==> src/hdl/urx_pkg.sv <==
// ----------------------------------------------------------------------------
// urx_pkg
// Shared types and constants for the 8N1 serial receiver.
// ----------------------------------------------------------------------------
package urx_pkg;

  localparam int unsigned TICK_W = 16;
  localparam int unsigned BYTE_W = 8;
  localparam int unsigned IDX_W  = 3;
  localparam int unsigned REG_W  = 2;

  // register indexes on the configuration port
  localparam logic [REG_W-1:0] REG_START_DELAY = 2'd0;
  localparam logic [REG_W-1:0] REG_BIT_PERIOD  = 2'd1;
  localparam logic [REG_W-1:0] REG_STOP_DELAY  = 2'd2;

  localparam logic [TICK_W-1:0] START_DELAY_RST = 16'd8;
  localparam logic [TICK_W-1:0] BIT_PERIOD_RST  = 16'd16;
  localparam logic [TICK_W-1:0] STOP_DELAY_RST  = 16'd16;

  typedef struct packed {
    logic [TICK_W-1:0] start_delay;
    logic [TICK_W-1:0] bit_period;
    logic [TICK_W-1:0] stop_delay;
  } cfg_t;

  typedef struct packed {
    logic              valid;
    logic [BYTE_W-1:0] data;
  } result_t;

endpackage

==> src/hdl/uart_receiver_8n1.sv <==
// ----------------------------------------------------------------------------
// uart_receiver_8n1
// Serial receiver taking one line sample per word and returning data bytes.
// ----------------------------------------------------------------------------
// Input channel: each accepted word (in_valid_i high, in_stall_o low) is one
// sample tick carrying rx_level_i. A low level while idle starts a frame; the
// bits are then sampled on tick counts set by the three timing registers,
// least significant bit first. Start and stop bits are not checked.
// Output channel: one data_byte_o word per frame, presented on out_valid_o
// the cycle after the tick that samples the last data bit if the output
// register is free, else via the skid stage; held while out_stall_i is high.
// Throughput is one tick per cycle while in_stall_o is low; the frame sequencer
// updates its state in the same cycle a tick is accepted, and the result lands
// in the output register. A skid stage absorbs one more byte while the output
// is stalled; in_stall_o rises only when that stage is occupied.
// Configuration: write cfg_data_i to register cfg_index_i when cfg_we_i is
// high (0 start delay, 1 bit period, 2 stop delay); other indexes are dropped.
// Reset returns the sequencer to idle, empties the output stages and loads
// the timing registers with 8, 16 and 16 ticks.
module uart_receiver_8n1 #(
  parameter int unsigned DATA_BITS = 8
) (
  input  logic                       clk_i,
  input  logic                       rst_ni,
  input  logic                       in_valid_i,
  output logic                       in_stall_o,
  input  logic                       rx_level_i,
  output logic                       out_valid_o,
  input  logic                       out_stall_i,
  output logic [urx_pkg::BYTE_W-1:0] data_byte_o,
  input  logic                       cfg_we_i,
  input  logic [urx_pkg::REG_W-1:0]  cfg_index_i,
  input  logic [urx_pkg::TICK_W-1:0] cfg_data_i
);

  urx_pkg::cfg_t    cfg;
  urx_pkg::result_t res;
  logic             tick;
  logic             full;

  assign in_stall_o = full;
  assign tick       = in_valid_i && !full;

  urx_cfg_regs u_cfg (
    .clk_i       (clk_i),
    .rst_ni      (rst_ni),
    .cfg_we_i    (cfg_we_i),
    .cfg_index_i (cfg_index_i),
    .cfg_data_i  (cfg_data_i),
    .cfg_o       (cfg)
  );

  urx_frame_fsm #(
    .DATA_BITS (DATA_BITS)
  ) u_fsm (
    .clk_i   (clk_i),
    .rst_ni  (rst_ni),
    .tick_i  (tick),
    .level_i (rx_level_i),
    .cfg_i   (cfg),
    .res_o   (res)
  );

  urx_out_buf u_buf (
    .clk_i       (clk_i),
    .rst_ni      (rst_ni),
    .res_i       (res),
    .full_o      (full),
    .out_valid_o (out_valid_o),
    .out_stall_i (out_stall_i),
    .data_o      (data_byte_o)
  );

  a_stall_needs_output: assert property (@(posedge clk_i) disable iff (!rst_ni)
    in_stall_o |-> out_valid_o)
    else $error("input stalled with output register empty");

  a_stall_cause: assert property (@(posedge clk_i) disable iff (!rst_ni)
    $rose(in_stall_o) |-> $past(out_valid_o && out_stall_i))
    else $error("skid stage filled without a stalled output");

  a_result_on_tick: assert property (@(posedge clk_i) disable iff (!rst_ni)
    res.valid |-> (in_valid_i && !in_stall_o))
    else $error("byte produced without an accepted tick");

endmodule

==> src/hdl/urx_cfg_regs.sv <==
// ----------------------------------------------------------------------------
// urx_cfg_regs
// Timing registers: start delay, bit period and stop delay in ticks.
// ----------------------------------------------------------------------------
module urx_cfg_regs (
  input  logic                       clk_i,
  input  logic                       rst_ni,
  input  logic                       cfg_we_i,
  input  logic [urx_pkg::REG_W-1:0]  cfg_index_i,
  input  logic [urx_pkg::TICK_W-1:0] cfg_data_i,
  output urx_pkg::cfg_t              cfg_o
);

  urx_pkg::cfg_t cfg_q;

  always_ff @(posedge clk_i or negedge rst_ni) begin
    if (!rst_ni) begin
      cfg_q.start_delay <= urx_pkg::START_DELAY_RST;
      cfg_q.bit_period  <= urx_pkg::BIT_PERIOD_RST;
      cfg_q.stop_delay  <= urx_pkg::STOP_DELAY_RST;
    end else if (cfg_we_i) begin
      unique case (cfg_index_i)
        urx_pkg::REG_START_DELAY: cfg_q.start_delay <= cfg_data_i;
        urx_pkg::REG_BIT_PERIOD:  cfg_q.bit_period  <= cfg_data_i;
        urx_pkg::REG_STOP_DELAY:  cfg_q.stop_delay  <= cfg_data_i;
        default: ; // drop writes to unused indexes
      endcase
    end
  end

  assign cfg_o = cfg_q;

endmodule

==> src/hdl/urx_frame_fsm.sv <==
// ----------------------------------------------------------------------------
// urx_frame_fsm
// Frame sequencer: start detect, tick counting and data bit assembly.
// ----------------------------------------------------------------------------
module urx_frame_fsm #(
  parameter int unsigned DATA_BITS = 8
) (
  input  logic             clk_i,
  input  logic             rst_ni,
  input  logic             tick_i,
  input  logic             level_i,
  input  urx_pkg::cfg_t    cfg_i,
  output urx_pkg::result_t res_o
);

  localparam logic [urx_pkg::IDX_W-1:0] LastIdx = urx_pkg::IDX_W'(DATA_BITS - 1);
  localparam logic [urx_pkg::BYTE_W-1:0] DataMask =
    urx_pkg::BYTE_W'((1 << DATA_BITS) - 1);

  typedef enum logic [1:0] {
    PH_IDLE,
    PH_START,
    PH_DATA,
    PH_STOP
  } phase_e;

  phase_e                        phase_q;
  logic [urx_pkg::TICK_W-1:0]    tick_q;
  logic [urx_pkg::IDX_W-1:0]     idx_q;
  logic [urx_pkg::BYTE_W-1:0]    shift_q;

  logic [urx_pkg::TICK_W-1:0]    tick_dec;
  logic [urx_pkg::TICK_W-1:0]    period_load;
  logic [urx_pkg::BYTE_W-1:0]    shift_d;
  logic                          sample;

  assign tick_dec    = tick_q - urx_pkg::TICK_W'(1);
  assign period_load = (cfg_i.bit_period == '0) ? urx_pkg::TICK_W'(1) : cfg_i.bit_period;
  assign sample      = tick_i && (phase_q == PH_DATA) && (tick_dec == '0);

  always_comb begin
    shift_d        = shift_q;
    shift_d[idx_q] = shift_q[idx_q] | level_i;
  end

  assign res_o.valid = sample && (idx_q >= LastIdx);
  assign res_o.data  = shift_d & DataMask;

  always_ff @(posedge clk_i or negedge rst_ni) begin
    if (!rst_ni) begin
      phase_q <= PH_IDLE;
      tick_q  <= '0;
      idx_q   <= '0;
      shift_q <= '0;
    end else if (tick_i) begin
      unique case (phase_q)
        PH_IDLE: begin
          if (!level_i) begin
            idx_q   <= '0;
            shift_q <= '0;
            if (cfg_i.start_delay == '0) begin
              phase_q <= PH_DATA;
              tick_q  <= period_load;
            end else begin
              phase_q <= PH_START;
              tick_q  <= cfg_i.start_delay;
            end
          end
        end
        PH_START: begin
          if (tick_dec == '0) begin
            phase_q <= PH_DATA;
            tick_q  <= period_load;
          end else begin
            tick_q <= tick_dec;
          end
        end
        PH_DATA: begin
          if (tick_dec != '0) begin
            tick_q <= tick_dec;
          end else begin
            shift_q <= shift_d;
            if (idx_q >= LastIdx) begin
              idx_q <= '0;
              if (cfg_i.stop_delay == '0) begin
                phase_q <= PH_IDLE;
                tick_q  <= '0;
              end else begin
                phase_q <= PH_STOP;
                tick_q  <= cfg_i.stop_delay;
              end
            end else begin
              idx_q  <= idx_q + urx_pkg::IDX_W'(1);
              tick_q <= period_load;
            end
          end
        end
        PH_STOP: begin
          tick_q <= tick_dec;
          if (tick_dec == '0) begin
            phase_q <= PH_IDLE;
          end
        end
        default: phase_q <= PH_IDLE;
      endcase
    end
  end

endmodule

==> src/hdl/urx_out_buf.sv <==
// ----------------------------------------------------------------------------
// urx_out_buf
// Output register with a skid stage so ticks keep flowing under stall until it fills.
// ----------------------------------------------------------------------------
module urx_out_buf (
  input  logic                       clk_i,
  input  logic                       rst_ni,
  input  urx_pkg::result_t           res_i,
  output logic                       full_o,
  output logic                       out_valid_o,
  input  logic                       out_stall_i,
  output logic [urx_pkg::BYTE_W-1:0] data_o
);

  logic                       out_valid_q;
  logic [urx_pkg::BYTE_W-1:0] out_data_q;
  logic                       skid_valid_q;
  logic [urx_pkg::BYTE_W-1:0] skid_data_q;
  logic                       out_free;

  assign out_free = !out_valid_q || !out_stall_i;

  always_ff @(posedge clk_i or negedge rst_ni) begin
    if (!rst_ni) begin
      out_valid_q  <= 1'b0;
      skid_valid_q <= 1'b0;
    end else if (out_free) begin
      // drain the skid word first; a new word only arrives while it is empty
      out_valid_q  <= skid_valid_q || res_i.valid;
      skid_valid_q <= 1'b0;
    end else if (res_i.valid) begin
      skid_valid_q <= 1'b1;
    end
  end

  always_ff @(posedge clk_i) begin
    if (out_free) begin
      out_data_q <= skid_valid_q ? skid_data_q : res_i.data;
    end
    if (!out_free && res_i.valid) begin
      skid_data_q <= res_i.data;
    end
  end

  assign full_o      = skid_valid_q;
  assign out_valid_o = out_valid_q;
  assign data_o      = out_data_q;

endmodule

==> config.mk <==
export PLATFORM = sky130hd
export DESIGN_NAME = uart_receiver_8n1
export DESIGN_NICKNAME = d
export VERILOG_FILES = /design/src/hdl/urx_pkg.sv /design/src/hdl/uart_receiver_8n1.sv /design/src/hdl/urx_cfg_regs.sv /design/src/hdl/urx_frame_fsm.sv /design/src/hdl/urx_out_buf.sv
export SDC_FILE = /design/constraint.sdc
export NUM_CORES = 1
export LEC_CHECK = 0
export BUFFER_PORTS_ARGS = -buffer_cell sky130_fd_sc_hd__buf_2
export CORE_MARGIN = 5
export CORE_UTILIZATION = 45
export DETAILED_ROUTE_END_ITERATION = 8
export GPL_TIMING_DRIVEN = 0
export PLACE_DENSITY = 0.72
export SLEW_MARGIN = 30
export SYNTH_ARGS = -nofsm -noshare
export SYNTH_HDL_FRONTEND = slang
export SYNTH_SLANG_ARGS = --single-unit
==> constraint.sdc <==
create_clock -name clk_i -period 4.9 [get_ports clk_i]
set_clock_uncertainty 0.1 [all_clocks]
set_input_delay 0 -clock clk_i [delete_from_list [all_inputs] [get_ports clk_i]]
set_output_delay 0 -clock clk_i [all_outputs]
set_load 0.01 [all_outputs]
==> reports/qor.yml, run 1 <==
clock_tree:
  h-tree-depth: 3
  clockBufferDepth: 2
  cts_resized: 0
  cts.sinks: 95
  clk_pin_slew_worst_paths_ns: 0.10
  post_cts_buffers: 0
  cts_hold_buf: 19
  numCtsBuffers: 9
  cts_tree: "done"
  clkLatencyLatePin_ns: 0.38
  clockRootBuffer: "clkbuf_8"
power:
  swShare_pct: 30.32
  clockPowerShare_pct: 27.0
  leakagePower_nw: 2.315
  vdd_drop_max_mv: 0.2268
  p_int_mw: 1.253
  p_comb_share_pct: 17.1
  power.switching_uw: 545.2
  power_mw: 1.798
  seqPwrFrac_pct: 55.9
  power-per-cell-area_nw_per_um2: 315.5
worst_hold_path:
  hold_class: "primary input to async pin"
critical_path:
  worst_ep_required_time_ns: 4.81
  r2r_cells: 10
  arrival_ns: 3.82
  r2r-start: "u_fsm.tick_q[0]"
  end_kind: "flop"
  criticalPathCategory: "flop to flop"
  cp-start-kind: "flop"
  worstPathMaxFanout: 10
  ff2ff_setup_slack_ns: 0.99
  rr_endpoint: "u_buf.skid_data_q[5]"
timing:
  slew_headroom_pct: 36.27
  rsz0062_at_grt: "false"
  min_period_ns: 3.905
  worst_pin_slew_ns: 0.9319
  final-setup-viol-count: 0
  clock.fmax_mhz: 256.1
  fin_setup_tns_ns: 0
  period_share_pct: 79.70
  drv_slew: 0
  hold_viol: 0
drt:
  ant_nets: 0
  wl_met3_um: 795
  m1WireLength_um: 5413
  vias: 4021
  wl_per_cell_um: 17.81
  wl_met2_um: 5559
  first_iter_violations: 349
  dr.pass1.iters: 5
  drc: 0
  drt_wl_total_um: 11990
  via_per_inst: 5.975
  routed.top_layer: "met4"
synthesis:
  ys.flop_type: "dfrtp_1"
  synth_top_area_cell: "dfrtp_1"
  synth.cell_area_sq_um: 4926
  ys_seq_area_share_pct: 49.96
  synth-seq-cells: 95
  ys_warn_count: 0
  ys_types: 60
  avgSynthCellArea_sq_um: 10.69
  synth_edf_count: 16
  netlist_top_cells_area: "dfrtp_1, mux2_2, edfxtp_1, nand2_1, a21oi_1"
  synth_nets: 489
  yosys.area.top_type_share_pct: 38.61
  synthCells: 461
  synthArstFlopShare_pct: 83.16
die:
  initial_core_util_pct: 45.64
  die_w_um: 114.6
  dieArea_sq_um: 13140
  core_sq_um: 10790
  io_pins: 34
  die_h_um: 114.6
  rows: 38
grt:
  grt_overflow: 0
  grt_start_max_net_pins: 43
  grt_pass1_wl_um: 20090
  grt_usage_pct: 19.32
  grt_antenna_before_repair: 0
  grt_pass1_vias: 3876
layout:
  drive_gt1_share_pct: 23.45
  diodes: 0
  syn2layout_area_growth_pct: 15.70
  fin_cells: 673
  final_nets: 556
place:
  portBuffers: 33
  dp_hpwl_um: 8635
  dp.cells: 635
  gp_congestion: 0.8882
flow_run:
  drv_cap: 0
status:
  status: "finished, final reports clean"
[cells in the final DEF (no fill, tap or decap), types with 8 or more instances in the layout]
cell,synthesis,layout
dfrtp_1,76,76
nor4_1,15,14
nor3_1,11,11
edfxtp_1,16,16
nand3_1,8,8
inv_1,12,12
a22oi_1,14,14
a21oi_1,29,29
buf_2,3,35
nor2_1,25,25
nand2_1,40,40
o22ai_1,12,12
clkbuf_1,22,22
dlygate4sd3_1,0,22
mux2_2,59,59
clkbuf_8,0,9
o21ai_0,15,15
[stage by stage]
step           instance area [sq um]  setup slack, ns  utilization, %  hold slack (ns)
2_1_floorplan                   4926            1.195               -          -0.3956
3_3_place_gp                    5266           0.6828           48.79           0.1549
3_5_place_dp                    5295            1.044           49.06         -0.07760
4_1_cts                         5664            1.030           52.48          0.03156
5_1_grt                         5699           0.7522           52.81          0.06331
6_report                        5699           0.9949           52.81          0.02991
[worst max-delay path, stage by stage, from the launching register on]
cell	delay, ns
dfrtp_1	0.45
inv_1	0.12
ha_1	0.28
or3b_1	0.36
buf_2	0.17
o32ai_2	0.23
a22oi_1	0.17
or3_1	0.38
buf_2	0.19
clkbuf_1	0.31
nor4_2	0.79
[sequential cells by signal, indices dropped and copies added (netlist names)]
| name | cells |
|---|---|
| u_fsm.phase_q | 2 |
| u_buf.skid_data_q | 8 |
| u_fsm.idx_q | 3 |
| u_buf.out_valid_o | 1 |
| u_fsm.shift_q | 8 |
| u_cfg.cfg_o | 48 |
| u_buf.data_o | 8 |
| u_fsm.tick_q | 16 |
| u_buf.full_o | 1 |
[per-layer routing]
layer  global-route usage, %  vias to the layer above
met5                       0                        -
met4                   5.859                        0
met3                   4.070                       22
met2                   30.62                      155
met1                   26.69                     1955
li1                        -                     1889
[cell families after synthesis]
kind of cell	count (synthesis)	synth area share, %
AND/OR/NAND/NOR	129	13.26
flip-flops	95	49.96
AO/OA/AOI/OAI	130	18.03
adder cells (fa/ha/maj)	4	1.016
multiplexers	63	14.30
buffers and inverters	40	3.429
[worst max-delay path by stage]
stage	startpoint	endpoint	slack [ns]	depth (start not counted)
after floorplan	u_fsm.tick_q[0]	u_buf.skid_data_q[0]	1.19	10
after global placement	u_fsm.tick_q[0]	u_buf.skid_data_q[0]	0.68	10
after detailed placement	u_fsm.tick_q[0]	u_buf.skid_data_q[6]	1.04	10
after CTS	u_fsm.tick_q[0]	u_buf.skid_data_q[5]	1.03	10
after global routing	u_fsm.tick_q[0]	u_buf.skid_data_q[5]	0.75	10
final	u_fsm.tick_q[0]	u_buf.skid_data_q[5]	0.99	10
[Yosys cell counts, types with 4 or more instances]
library cell and number:
o21ai_1 5, a21o_1 4, o311ai_0 4, nor2_1 25
nor4_1 15, inv_1 12, edfxtp_1 16, clkbuf_1 22
a31oi_1 4, a22o_1 4, mux2i_1 4, o21ai_0 15
a22oi_1 14, nand2_1 40, or3_1 7, nand3_1 8
a21oi_1 29, o31ai_1 5, nor3_1 11, a211oi_1 4
o22ai_1 12, mux2_2 59, ha_1 4, dfrtp_1 76
[power by group through the flow]
stage | clock [mW] | sequential (mW) | combinational [mW]
floorplan | 0 | 0.985 | 0.216
finish | 0.485 | 1.01 | 0.307
CTS | 0.496 | 1.00 | 0.305
global route | 0.533 | 1.02 | 0.343
global placement | 0 | 1.01 | 0.279
detailed placement | 0 | 1.02 | 0.292
[cell type report]
class / instances / area [sq um]
Timing Repair Buffer: 56 / 407.9
Tap cell: 140 / 175.2
Fill cell: 920 / 5094
Sequential cell: 95 / 2461
Clock buffer: 9 / 123.9
Clock inverter: 7 / 55.05
Inverter: 13 / 48.80
Multi-Input combinational cell: 326 / 2307
Buffer: 27 / 120.1
Note: power is estimated with default switching activity, not from simulation.
==> run 2: changes to the inputs <==
--- a/config.mk
+++ b/config.mk
@@ -5,6 +5,7 @@
 export SDC_FILE = /design/constraint.sdc
 export NUM_CORES = 1
 export LEC_CHECK = 0
+export ABC_AREA = 1
 export BUFFER_PORTS_ARGS = -buffer_cell sky130_fd_sc_hd__buf_2
 export CORE_MARGIN = 5
 export CORE_UTILIZATION = 45
==> constraint.sdc (replaced) <==
create_clock -name clk_i -period 4 [get_ports clk_i]
set_clock_uncertainty 0.1 [all_clocks]
set_input_delay 0 -clock clk_i [delete_from_list [all_inputs] [get_ports clk_i]]
set_output_delay 0 -clock clk_i [all_outputs]
set_load 0.01 [all_outputs]
==> reports/qor.yml, run 2 <==
clock_tree:
  cts.sinks: 95  # unchanged
  clk_pin_slew_worst_paths_ns: 0.06  # was 0.10 ns
  clockBufferDepth: 2  # unchanged
  cts_tree: "done"  # unchanged
  h-tree-depth: 3  # unchanged
  cts_resized: 0  # unchanged
  clkLatencyLatePin_ns: 0.36  # was 0.38 ns
  post_cts_buffers: 0  # unchanged
  clockRootBuffer: "clkbuf_16"  # was clkbuf_8
  numCtsBuffers: 9  # unchanged
die:
  core_sq_um: 11520  # was 10790 sq um
  io_pins: 34  # unchanged
  die_h_um: 118.7  # was 114.6 um
  initial_core_util_pct: 46.16  # was 45.64%
  rows: 39  # was 38
  dieArea_sq_um: 14090  # was 13140 sq um
  die_w_um: 118.7  # was 114.6 um
grt:
  grt_pass1_wl_um: 21940  # was 20090 um
  grt_start_max_net_pins: 64  # was 43
  grt_usage_pct: 19.29  # was 19.32%
  grt_pass1_vias: 4380  # was 3876
  grt_overflow: 0  # unchanged
  grt_antenna_before_repair: 0  # unchanged
critical_path:
  worst_ep_required_time_ns: 3.89  # was 4.81 ns
  worst-path-stages: 16  # was 10
  crit_slowest_cell: "nor2_1"  # was nor4_2
  cp_cell_sequence: "inv_1, ha_1, inv_1, nand2_1, nand2_1, nor2_1, nand2_1, nor2_1, nand2_1, nor2_1, nand2_1, nor2_2, buf_6, buf_6, nand4_1, nor2_1"  # was inv_1, ha_1, or3b_1, buf_2, o32ai_2, a22oi_1, or3_1, buf_2, clkbuf_1, nor4_2
  worstPathMaxFanout: 10  # unchanged
  rr_endpoint: "u_buf.skid_data_q[5]"  # unchanged
  r2r-start: "u_fsm.tick_q[0]"  # unchanged
  cp.buffers_inverters: 4  # unchanged
  cp-start-kind: "flop"  # unchanged
  cp_top_family: "simple AND/OR/NAND/NOR gates"  # unchanged
  r2r_cells: 16  # was 10
  timing.critical_path.mode_cell: "nand2_1"  # was buf_2
  startpoint: "u_fsm.tick_q[0]"  # unchanged
  arrival_ns: 3.20  # was 3.82 ns
  crit_path_max_incr_delay_ns: 0.55  # was 0.79 ns
  end_kind: "flop"  # unchanged
  criticalPathCategory: "flop to flop"  # unchanged
  crit_end: "u_buf.skid_data_q[5]"  # unchanged
  ff2ff_setup_slack_ns: 0.69  # was 0.99 ns
synthesis:
  synth-seq-cells: 95  # unchanged
  synth.cell_area_sq_um: 5316  # was 4926 sq um
  synth_nets: 759  # was 489
  avgSynthCellArea_sq_um: 7.273  # was 10.69 sq um
  ys_warn_count: 0  # unchanged
  synth_top_family_by_area: "simple AND/OR/NAND/NOR gates"  # was compound AO/OA/AOI/OAI gates
  yosys.area.top_type_share_pct: 35.77  # was 38.61%
  synth_edf_count: 16  # unchanged
  synthMuxAreaShare_pct: 0  # was 14.30%
  synth_xor_area_share_pct: 0.3295  # was 0%
  synthArstFlopShare_pct: 83.16  # unchanged
  ys_types: 27  # was 60
  netlist_top_cells_area: "dfrtp_1, nand2_1, edfxtp_1, inv_1, o21ai_0"  # was dfrtp_1, mux2_2, edfxtp_1, nand2_1, a21oi_1
  synthCells: 731  # was 461
  synth_compound_gate_area_share_pct: 10.73  # was 18.03%
  ys.flop_type: "dfrtp_1"  # unchanged
  synthAdderAreaFrac_pct: 0.9414  # was 1.016%
  synth_top_area_cell: "dfrtp_1"  # unchanged
  ys_seq_area_share_pct: 46.29  # was 49.96%
  yosys-top-cells-count: "nand2_1, inv_1, dfrtp_1"  # was dfrtp_1, mux2_2, nand2_1
  synth-simple-area-share_pct: 31.77  # was 13.26%
  yosysMostFrequentCell: "nand2_1"  # was dfrtp_1
layout:
  drive_gt1_share_pct: 8.922  # was 23.45%
  mostFrequentLayoutCells: "nand2_1, inv_1, dfrtp_1, o21ai_0, nor2_1"  # was dfrtp_1, mux2_2, nand2_1, buf_2, a21oi_1
  syn2layout_area_growth_pct: 17.09  # was 15.70%
  diodes: 0  # unchanged
  final_nets: 830  # was 556
  largest_reg_flops: 48  # unchanged
  final_common_cell: "nand2_1"  # was dfrtp_1
  n_fill_cell: 1082  # was 920
drt:
  dr.pass1.iters: 6  # was 5
  via_per_inst: 5.083  # was 5.975
  drt_wl_total_um: 13220  # was 11990 um
  drc: 0  # unchanged
  first_iter_violations: 412  # was 349
  ant_nets: 0  # unchanged
  vias: 4829  # was 4021
  wl_per_cell_um: 13.92  # was 17.81 um
timing:
  final-setup-viol-count: 0  # unchanged
  min_period_ns: 3.308  # was 3.905 ns
  worst_pin_slew_ns: 0.8081  # was 0.9319 ns
  slew_headroom_pct: 45.95  # was 36.27%
  drv_slew: 0  # unchanged
  hold_viol: 0  # unchanged
  fin_setup_tns_ns: 0  # unchanged
  period_share_pct: 82.70  # was 79.70%
  clock.fmax_mhz: 302.3  # was 256.1 MHz
  rsz0062_at_grt: "false"  # unchanged
  whs_ns: 0.07639  # was 0.02991 ns
flow_run:
  drv_cap: 0  # unchanged
power:
  vdd_drop_max_mv: 0.3269  # was 0.2268 mV
  leakagePower_nw: 3.186  # was 2.315 nW
  power-per-cell-area_nw_per_um2: 558.8  # was 315.5 nW/um^2
place:
  dp_hpwl_um: 9770  # was 8635 um
  gp_congestion: 0.9084  # was 0.8882
  portBuffers: 33  # unchanged
status:
  status: "finished, final reports clean"  # unchanged
worst_hold_path:
  hold_class: "primary input to async pin"  # unchanged
## run 2: cell count changes after synthesis, sizes merged, moves of 6 or more
cell    previous run  this run
a21oi             29         8
a221oi             1        17
a22oi             14         0
clkbuf            22        16
inv               12       109
mux2              59         0
nand2             40       254
nand3              8        57
nor2              25        68
nor3              11         4
nor4              16         6
o21ai             20        70
o22ai             12         0
or3                7         0
## run 2: worst register-to-register path: cells and delay by family, from the launching register on
kind | cells | cell delay [ns]
simple gates | 11 | 1.56
buf+inv | 4 | 0.58
flops | 1 | 0.40
fa+ha+maj | 1 | 0.31
## run 2: worst min path at each step
stage,slack [ns],end,start
after floorplan,-0.40,u_buf.full_o,rst_ni
after global placement,0.18,u_cfg.cfg_o[35],cfg_data_i[3]
after detailed placement,-0.25,u_fsm.idx_q[2],rst_ni
after CTS,0.07,u_buf.out_valid_o,out_stall_i
after global routing,0.13,u_fsm.phase_q[1],rst_ni
final,0.08,u_cfg.cfg_o[2],rst_ni
## run 2: cell type report
class,instances,area (sq um),share of cell area [%]
Clock buffer,12,240.2,3.859
Inverter,109,409.1,6.573
Multi-Input combinational cell,503,2327,37.39
Sequential cell,95,2461,39.54
Timing Repair Buffer,60,459.2,7.377
Clock inverter,4,30.03,0.4824
Buffer,24,118.9,1.910
Tap cell,143,178.9,2.874
## run 2: routing by layer
layer	global-route usage (%)	up-vias	share of wire (%)
li1	-	2485	-
met2	29.48	123	44
met3	3.964	18	5.0
met1	27.51	2203	49
met4	6.372	0	2.1
met5	0	-	0
## run 2: kinds of logic after synthesis
kind of cell / Yosys count
buffers and inverters: 133
XOR/XNOR: 2
AO/OA/AOI/OAI: 99
flip-flops: 95
AND/OR/NAND/NOR: 398
adder cells (fa/ha/maj): 4
## run 2: through the flow
stage	std cells	setup WS (ns)	cell area, sq um	power [mW]	util, %
2_1_floorplan	731	1.262	5316	2.301	-
3_3_place_gp	907	0.7371	5660	2.612	49.15
3_5_place_dp	908	0.7128	5694	2.640	49.45
4_1_cts	950	0.6998	6225	3.483	54.05
5_1_grt	950	0.3590	6225	3.747	54.05
6_report	950	0.6921	6225	3.478	54.05
## run 2: where the power goes
part	total, mW	switching [mW]	internal (mW)	leakage (nW)
clock network	0.813	0.380	0.433	0.131
logic	1.24	0.824	0.418	1.90
registers	1.42	0.218	1.21	1.15
total	3.48	1.42	2.06	3.19
## run 2: what timing repair did
action | in CTS | in global routing
hold buffers | 26 | 0
setup endpoints to repair | 0 | 0
hold endpoints to repair | 130 | 0
